<file path="src/design/atb_pkg.sv">
// Shared types and constants for the alpha template blend block.
// No dependencies; imported by every module of the block.
package atb_pkg;

    localparam int APB_ADDR_W = 5;
    localparam int APB_DATA_W = 32;

    typedef logic [1:0] draw_mode_t;
    localparam draw_mode_t MODE_JAM1       = 2'd0;
    localparam draw_mode_t MODE_COMPLEMENT = 2'd1;
    localparam draw_mode_t MODE_JAM2       = 2'd2;

    typedef logic [2:0] reg_index_t;
    localparam reg_index_t REG_DRAW_MODE       = 3'd0;
    localparam reg_index_t REG_INVERT_COVERAGE = 3'd1;
    localparam reg_index_t REG_PIXEL_FORMAT    = 3'd2;
    localparam reg_index_t REG_FG_COLOR        = 3'd3;
    localparam reg_index_t REG_BG_COLOR        = 3'd4;

    localparam logic FMT_XRGB8888 = 1'b0;
    localparam logic FMT_RGB565   = 1'b1;

    typedef struct packed {
        draw_mode_t  draw_mode;
        logic        invert_coverage;
        logic        pixel_format;
        logic [23:0] fg_color;
        logic [23:0] bg_color;
    } atb_cfg_t;

    typedef struct packed {
        logic        write_enable;
        logic [31:0] new_pixel;
    } atb_result_t;

endpackage

</file>
<file path="src/design/atb_cfg_regs.sv">
// APB configuration registers of the alpha template blend block.
// Depends on atb_pkg for the register map and the configuration struct.
module atb_cfg_regs (
    input  logic                             aclk,
    input  logic                             aresetn,
    input  logic                             psel,
    input  logic                             penable,
    input  logic                             pwrite,
    input  logic [atb_pkg::APB_ADDR_W-1:0]   paddr,
    input  logic [atb_pkg::APB_DATA_W-1:0]   pwdata,
    output logic [atb_pkg::APB_DATA_W-1:0]   prdata,
    output logic                             pready,
    output atb_pkg::atb_cfg_t                cfg
);
    import atb_pkg::*;

    atb_cfg_t   cfg_reg;
    atb_cfg_t   cfg_next;
    reg_index_t index;
    logic       wr_en;

    assign index  = paddr[APB_ADDR_W-1:2];
    assign wr_en  = psel & penable & pwrite;
    assign pready = 1'b1;
    assign cfg    = cfg_reg;

    always_comb begin
        cfg_next = cfg_reg;
        if (wr_en) begin
            case (index)
                REG_DRAW_MODE:       cfg_next.draw_mode       = pwdata[1:0];
                REG_INVERT_COVERAGE: cfg_next.invert_coverage = pwdata[0];
                REG_PIXEL_FORMAT:    cfg_next.pixel_format    = pwdata[0];
                REG_FG_COLOR:        cfg_next.fg_color        = pwdata[23:0];
                REG_BG_COLOR:        cfg_next.bg_color        = pwdata[23:0];
                default:             cfg_next                 = cfg_reg;
            endcase
        end
    end

    always_comb begin
        case (index)
            REG_DRAW_MODE:       prdata = {30'd0, cfg_reg.draw_mode};
            REG_INVERT_COVERAGE: prdata = {31'd0, cfg_reg.invert_coverage};
            REG_PIXEL_FORMAT:    prdata = {31'd0, cfg_reg.pixel_format};
            REG_FG_COLOR:        prdata = {8'd0, cfg_reg.fg_color};
            REG_BG_COLOR:        prdata = {8'd0, cfg_reg.bg_color};
            default:             prdata = '0;
        endcase
    end

    always_ff @(posedge aclk) begin
        if (!aresetn) begin
            cfg_reg <= '0;
        end else begin
            cfg_reg <= cfg_next;
        end
    end

endmodule

</file>
<file path="src/design/atb_channel.sv">
// One color channel of the blend: rounded JAM1 mix and truncating JAM2 mix.
// Pure combinational; depends on atb_pkg only by convention of the project.
module atb_channel (
    input  logic [7:0] alpha,
    input  logic [7:0] fg,
    input  logic [7:0] bg,
    input  logic [7:0] dst,
    output logic [7:0] jam1,
    output logic [7:0] jam2
);
    import atb_pkg::*;

    logic signed [8:0]  alpha_s;
    logic signed [8:0]  diff1;
    logic signed [8:0]  diff2;
    logic signed [17:0] t1;
    logic signed [17:0] p2;
    logic signed [26:0] t1_ext;
    logic signed [26:0] r1;
    logic signed [17:0] p2_adj;

    assign alpha_s = $signed({1'b0, alpha});
    assign diff1   = $signed({1'b0, fg}) - $signed({1'b0, dst});
    assign diff2   = $signed({1'b0, fg}) - $signed({1'b0, bg});

    assign t1 = alpha_s * diff1;
    assign p2 = alpha_s * diff2;

    // t*257 + 32768, then floor shift by 16; only the low 8 bits survive the add
    assign t1_ext = {{9{t1[17]}}, t1};
    assign r1     = (t1_ext <<< 8) + t1_ext + 27'sd32768;
    assign jam1   = dst + r1[23:16];

    // bias negative products so the shift truncates toward zero
    assign p2_adj = p2 + (p2[17] ? 18'sd255 : 18'sd0);
    assign jam2   = bg + p2_adj[15:8];

endmodule

</file>
<file path="src/design/atb_blend.sv">
// Per-pixel blend datapath: unpack destination, three channel units, pack, mode select.
// Depends on atb_pkg and atb_channel.
module atb_blend (
    input  atb_pkg::atb_cfg_t    cfg,
    input  logic [7:0]           coverage,
    input  logic [31:0]          dest_pixel,
    output atb_pkg::atb_result_t result
);
    import atb_pkg::*;

    logic [31:0] dest_m;
    logic [7:0]  alpha;
    logic [7:0]  fg_ch [3];
    logic [7:0]  bg_ch [3];
    logic [7:0]  d_ch  [3];
    logic [7:0]  j1_ch [3];
    logic [7:0]  j2_ch [3];
    logic        hit;

    function automatic logic [31:0] pack_pixel(input logic fmt, input logic [7:0] r,
                                               input logic [7:0] g, input logic [7:0] b);
        if (fmt == FMT_RGB565) begin
            pack_pixel = {16'd0, r[7:3], g[7:2], b[7:3]};
        end else begin
            pack_pixel = {8'd0, r, g, b};
        end
    endfunction

    assign dest_m = (cfg.pixel_format == FMT_RGB565) ? {16'd0, dest_pixel[15:0]} : dest_pixel;
    assign alpha  = cfg.invert_coverage ? ~coverage : coverage;
    assign hit    = coverage[7] ^ cfg.invert_coverage;

    assign fg_ch[0] = cfg.fg_color[23:16];
    assign fg_ch[1] = cfg.fg_color[15:8];
    assign fg_ch[2] = cfg.fg_color[7:0];
    assign bg_ch[0] = cfg.bg_color[23:16];
    assign bg_ch[1] = cfg.bg_color[15:8];
    assign bg_ch[2] = cfg.bg_color[7:0];

    // RGB565 widens by shifting, no bit replication
    always_comb begin
        if (cfg.pixel_format == FMT_RGB565) begin
            d_ch[0] = {dest_m[15:11], 3'b000};
            d_ch[1] = {dest_m[10:5], 2'b00};
            d_ch[2] = {dest_m[4:0], 3'b000};
        end else begin
            d_ch[0] = dest_m[23:16];
            d_ch[1] = dest_m[15:8];
            d_ch[2] = dest_m[7:0];
        end
    end

    for (genvar i = 0; i < 3; i++) begin : g_lane
        atb_channel u_channel (
            .alpha (alpha),
            .fg    (fg_ch[i]),
            .bg    (bg_ch[i]),
            .dst   (d_ch[i]),
            .jam1  (j1_ch[i]),
            .jam2  (j2_ch[i])
        );
    end

    always_comb begin
        result.write_enable = 1'b0;
        result.new_pixel    = dest_m;
        case (cfg.draw_mode)
            MODE_JAM1: begin
                if (alpha == 8'hFF) begin
                    result.write_enable = 1'b1;
                    result.new_pixel    = pack_pixel(cfg.pixel_format,
                                                     fg_ch[0], fg_ch[1], fg_ch[2]);
                end else if (alpha != 8'h00) begin
                    result.write_enable = 1'b1;
                    result.new_pixel    = pack_pixel(cfg.pixel_format,
                                                     j1_ch[0], j1_ch[1], j1_ch[2]);
                end
            end
            MODE_COMPLEMENT: begin
                if (hit) begin
                    result.write_enable = 1'b1;
                    result.new_pixel    = (cfg.pixel_format == FMT_RGB565) ?
                                          {16'd0, ~dest_m[15:0]} : ~dest_m;
                end
            end
            MODE_JAM2: begin
                result.write_enable = 1'b1;
                result.new_pixel    = pack_pixel(cfg.pixel_format,
                                                 j2_ch[0], j2_ch[1], j2_ch[2]);
            end
            default: begin
                result.write_enable = 1'b0;
                result.new_pixel    = dest_m;
            end
        endcase
    end

endmodule

</file>
<file path="src/design/alpha_template_blend_core.sv">
// Alpha template blend core: input register, blend datapath, result register.
// Depends on atb_pkg, atb_cfg_regs and atb_blend.
//
// Usage:
//   s_ channel carries one pixel item: s_coverage (template alpha) and
//   s_dest_pixel (current destination pixel). m_ channel returns one item per
//   input: m_write_enable and m_new_pixel. Both use valid/ready.
//   Configuration (draw mode, inverse video, pixel format, fg/bg colors) is
//   written over the APB port while no item is in flight; pready is always high.
//   An accepted item is loaded into the input register, then into the result
//   register once that register is empty or being taken by the receiver.
//   Throughput: one item per cycle while the receiver does not stall, set by
//   the single pass through the blend datapath between the two registers.
//   When the receiver stalls, the result register holds; one more item is
//   taken into the input register, after which s_ready drops until m_ready.
//   Reset clears both valid flags and all configuration registers to zero.
module alpha_template_blend_core (
    input  logic                             aclk,
    input  logic                             aresetn,
    input  logic                             psel,
    input  logic                             penable,
    input  logic                             pwrite,
    input  logic [atb_pkg::APB_ADDR_W-1:0]   paddr,
    input  logic [atb_pkg::APB_DATA_W-1:0]   pwdata,
    output logic [atb_pkg::APB_DATA_W-1:0]   prdata,
    output logic                             pready,
    input  logic                             s_valid,
    output logic                             s_ready,
    input  logic [7:0]                       s_coverage,
    input  logic [31:0]                      s_dest_pixel,
    output logic                             m_valid,
    input  logic                             m_ready,
    output logic                             m_write_enable,
    output logic [31:0]                      m_new_pixel
);
    import atb_pkg::*;

    atb_cfg_t    cfg;
    atb_result_t blend_res;

    logic        in_valid_reg;
    logic        in_valid_next;
    logic [7:0]  in_coverage_reg;
    logic [31:0] in_dest_reg;
    logic        out_valid_reg;
    logic        out_valid_next;
    logic        out_we_reg;
    logic [31:0] out_pixel_reg;
    logic        out_load;
    logic        in_load;

    atb_cfg_regs u_cfg_regs (
        .aclk    (aclk),
        .aresetn (aresetn),
        .psel    (psel),
        .penable (penable),
        .pwrite  (pwrite),
        .paddr   (paddr),
        .pwdata  (pwdata),
        .prdata  (prdata),
        .pready  (pready),
        .cfg     (cfg)
    );

    atb_blend u_blend (
        .cfg        (cfg),
        .coverage   (in_coverage_reg),
        .dest_pixel (in_dest_reg),
        .result     (blend_res)
    );

    // advance the result register whenever it is empty or being taken
    assign out_load = !out_valid_reg || m_ready;
    assign s_ready  = !in_valid_reg || out_load;
    assign in_load  = s_valid && s_ready;

    always_comb begin
        in_valid_next  = in_valid_reg;
        out_valid_next = out_valid_reg;
        if (out_load) begin
            out_valid_next = in_valid_reg;
        end
        if (s_ready) begin
            in_valid_next = s_valid;
        end
    end

    always_ff @(posedge aclk) begin
        if (!aresetn) begin
            in_valid_reg  <= 1'b0;
            out_valid_reg <= 1'b0;
        end else begin
            in_valid_reg  <= in_valid_next;
            out_valid_reg <= out_valid_next;
        end
    end

    always_ff @(posedge aclk) begin
        if (in_load) begin
            in_coverage_reg <= s_coverage;
            in_dest_reg     <= s_dest_pixel;
        end
        if (out_load && in_valid_reg) begin
            out_we_reg    <= blend_res.write_enable;
            out_pixel_reg <= blend_res.new_pixel;
        end
    end

    assign m_valid        = out_valid_reg;
    assign m_write_enable = out_we_reg;
    assign m_new_pixel    = out_pixel_reg;

    // a staged item must not be lost while the receiver stalls
    assert property (@(posedge aclk) disable iff (!aresetn)
        (in_valid_reg && out_valid_reg && !m_ready) |=> in_valid_reg)
        else $error("staged item dropped during stall");

    // a staged item moves into the result register when there is room
    assert property (@(posedge aclk) disable iff (!aresetn)
        (in_valid_reg && out_load) |=> out_valid_reg)
        else $error("staged item not moved to result register");

    // a result only appears after an item was staged
    assert property (@(posedge aclk) disable iff (!aresetn)
        $rose(out_valid_reg) |-> $past(in_valid_reg))
        else $error("result appeared without a staged item");

    // never accept into a full, blocked input register
    assert property (@(posedge aclk) disable iff (!aresetn)
        !(in_load && in_valid_reg && out_valid_reg && !m_ready))
        else $error("item accepted into a blocked input register");

endmodule

</file>
<file path="config.mk">
export PLATFORM = sky130hd
export DESIGN_NAME = alpha_template_blend_core
export DESIGN_NICKNAME = d
export VERILOG_FILES = /design/src/design/atb_pkg.sv /design/src/design/atb_cfg_regs.sv /design/src/design/atb_channel.sv /design/src/design/atb_blend.sv /design/src/design/alpha_template_blend_core.sv
export SDC_FILE = /design/constraint.sdc
export NUM_CORES = 1
export LEC_CHECK = 0
export BUFFER_PORTS_ARGS = -buffer_cell sky130_fd_sc_hd__buf_2
export CORE_UTILIZATION = 65
export CTS_CLUSTER_DIAMETER = 80
export CTS_CLUSTER_SIZE = 8
export DETAILED_ROUTE_END_ITERATION = 8
export PLACE_DENSITY = 0.84
export SLEW_MARGIN = 20
export SYNTH_ARGS = -nofsm -noshare
export SYNTH_HDL_FRONTEND = slang
export SYNTH_SLANG_ARGS = --single-unit
</file>
<file path="constraint.sdc">
create_clock -name aclk -period 14.71 [get_ports aclk]
set_clock_uncertainty 0.2 [all_clocks]
set_input_delay 2.2065 -clock aclk [delete_from_list [all_inputs] [get_ports aclk]]
set_output_delay 2.2065 -clock aclk [all_outputs]
set_load 0.01 [all_outputs]
</file>
==> run_results.csv <==
group,metric,value,unit
synth,ys_seq_area_share,12.0,%
clock_tree,ctsResizeCount,0,
timing,finalSetupViolations,0,
synth,yosysWarnings,0,
clock_tree,cts_buffer_depth,2,
clock_tree,cts.clk_slew.worst_paths,0.06,ns
routing,drt-wirelength-per-cell,20.4,um
synth,synth_area,27400,um^2
setup_path,worstPathArrival,12.39,ns
clock_tree,cts_tree,"done",
min_path,hold_start,"u_cfg_regs.cfg[17]$_SDFFE_PN0P_",
timing,max_freq,80.5,MHz
timing,timing.final.crit_share,84.5,%
setup_path,crit_slowest_cell,"dfxtp_4",
timing,rsz0062_at_grt,"no",
clock_tree,insertion_delay,0.45,ns
floorplanning,initial_core_util,66.4,%
timing,tns,0,ns
global_route,grt_first_pass_wirelength,125000,um
run,maxCapViolations,0,
clock_tree,cts_buffers,17,
routing,firstDrtPassIters,7,
timing,period_minus_slack,12.43,ns
setup_path,r2r-end,"m_new_pixel[23]$_DFFE_PP_",
min_path,hold_class,"register to register",
finish,largest_reg_flops,52,
finish,area_growth,6.79,%
clock_tree,cts_root_buf,"clkbuf_16",
floorplanning,rows,74,
min_path,hold_depth,2,
clock_tree,post_cts_buffers,0,
global_route,antenna_found_initial,6,
timing,relSlewSlack,25.1,%
setup_path,max_stage_delay,0.90,ns
routing,drc_errors,0,
setup_path,critical_path_class,"register to register",
synth,ys_ff_latch,127,
setup_path,timing.rr.start,"u_cfg_regs.cfg[48]$_SDFFE_PN0P_",
run_status,status,"completed",
routing,drtIter0Drc,2224,
routing,wirelength,77500,um
floorplanning,ios,152,
setup_path,regToRegSetupSlack,2.28,ns
routing,vias,23400,
global_route,grt-ovfl-total,0,
setup_path,crit_family,"adder cells",
synth,netlist_instances,3171,
synth,async_flop_share,0,%
synth,synthFlopType,"edfxtp_1",
clock_tree,cts_max_level,4,
floorplanning,die-area,42900,um^2
synth,synth_enable_flop_cells,73,
routing,postRouteAntennaNets,0,
timing,hold_viol_final,0,
global_route,grt_max_degree,66,
setup_path,rr_worst_depth,47,
clock_tree,holdBufCountCts,0,
setup_path,cp-start-kind,"register",
timing,drv_slew,0,
setup_path,worst-path-buf-inv,3,
floorplanning,die_h,207,um
setup_path,cp_data_required_time,14.67,ns
finish,nets,4109,
setup_path,cp_max_fo,65,
floorplanning,dieWidth,207,um
setup_path,endpoint_kind,"register",
global_route,grt_pass1_vias,24200,
synth,synth.avg_cell_area,8.63,um^2
placement,gp_congestion,0.985,
finish,drive_above_1_share,7.68,%
floorplanning,core_area,41200,um^2
global_route,grt_usage,36.9,%
synth,synth_cell_types,92,
placement,portBuffers,132,
placement,place_hpwl,61000,um
clock_tree,cts.sinks,127,
timing,worstMarginPinSlew,1.12,ns
routing,detail_route.vias_per_cell,6.15,
min_path,hold_path_end,"u_cfg_regs.cfg[17]$_SDFFE_PN0P_",
## layout by cell type, fill, tap and decap left out, types with 73 or more instances in the layout
cell type,n
nand2b_1,97
a21oi_1,116
fa_1,270
nor2_1,332
ha_1,498
inv_1,451
nand2_1,309
o21ai_0,85
buf_2,132
edfxtp_1,73
xnor2_1,151
## worst register-to-register path, delay by kind of cell (launching register included)
family                     cells  cell delay [ns]
xor gates and xnor gates       7             1.75
AOI/OAI and AO/OA             19             3.69
DFF                            1             0.90
and+or+nand+nor                8             1.48
buffers and inverters          3             0.15
adders and majority gates     10             3.99
## worst max-delay path by stage
stage                                          from  cells past startpoint  slack [ns]                        end
floorplan           u_cfg_regs.cfg[48]$_SDFFE_PN0P_                     51        2.98  m_new_pixel[15]$_DFFE_PP_
global placement    u_cfg_regs.cfg[48]$_SDFFE_PN0P_                     47        2.75  m_new_pixel[15]$_DFFE_PP_
detailed placement  u_cfg_regs.cfg[48]$_SDFFE_PN0P_                     48        2.55  m_new_pixel[23]$_DFFE_PP_
CTS                 u_cfg_regs.cfg[48]$_SDFFE_PN0P_                     48        2.43  m_new_pixel[23]$_DFFE_PP_
global route        u_cfg_regs.cfg[48]$_SDFFE_PN0P_                     48        1.67  m_new_pixel[23]$_DFFE_PP_
finish              u_cfg_regs.cfg[48]$_SDFFE_PN0P_                     47        2.28  m_new_pixel[23]$_DFFE_PP_
## area by class of cell
cell class / count / area (um^2)
multi-input cells: 2503 / 22100
repair buffers: 157 / 848
clock buffers: 18 / 429
well taps: 532 / 666
inverters: 451 / 1690
clock inverters: 14 / 175
fillers: 3187 / 12000
diodes: 1 / 2.50
flip-flops and latches: 127 / 3280
## metal layers
metal / global-route usage, % / vias up / share of wire [%]
li1: - / 10600 / -
met1: 47.6 / 11200 / 39
met2: 59.7 / 1231 / 46
met3: 6.81 / 274 / 10
met4: 18.5 / 6 / 5.4
met5: 0 / - / 0.048
## cell usage after synthesis (all sizes together) (6+ instances only)
cell / instances / share of area [%]
a211oi: 15 / 0.47
a21boi: 53 / 1.5
a21o: 60 / 1.6
a21oi: 117 / 2.2
a221oi: 9 / 0.29
a22oi: 6 / 0.16
a31oi: 7 / 0.16
and2: 53 / 1.2
and3: 8 / 0.19
buf: 26 / 0.58
clkbuf: 71 / 0.97
dfxtp: 54 / 3.9
edfxtp: 73 / 8.0
fa: 270 / 20
ha: 498 / 23
inv: 451 / 6.2
mux2i: 50 / 1.9
nand2: 310 / 4.3
nand2b: 97 / 2.2
nand3: 32 / 0.59
nor2: 333 / 4.6
nor2b: 33 / 0.75
nor3: 27 / 0.53
nor4: 8 / 0.25
o2111ai: 7 / 0.22
o211ai: 12 / 0.35
o21a: 19 / 0.52
o21ai: 91 / 1.7
o21bai: 26 / 0.73
o221ai: 8 / 0.26
o22ai: 10 / 0.23
o31ai: 6 / 0.23
or2: 9 / 0.21
or3: 8 / 0.20
xnor2: 160 / 5.2
xor2: 66 / 2.2
## logic make-up after synthesis
group	share of synthesized area [%]
AND/OR/NAND/NOR	16.2
adder cells (fa/ha/maj)	42.5
XOR/XNOR	7.44
multiplexers	2.04
flip-flops	12.0
buffers and inverters	7.74
AO/OA/AOI/OAI	12.1
other	0.0274
## stage by stage
stage	utilization, %	instances	instance area [um^2]	setup slack, ns	hold WS, ns
2_1_floorplan	-	3178	27400	2.98	0.261
3_3_place_gp	69.5	3770	28600	2.75	0.278
3_5_place_dp	69.5	3770	28600	2.55	0.282
4_1_cts	70.9	3802	29200	2.43	0.293
5_1_grt	70.9	3802	29200	1.67	0.324
6_report	70.9	3803	29200	2.28	0.293
Power is left out: the tool's default activity adds up to more than one toggle a clock period on the data nets, which glitch-free logic cannot reach.
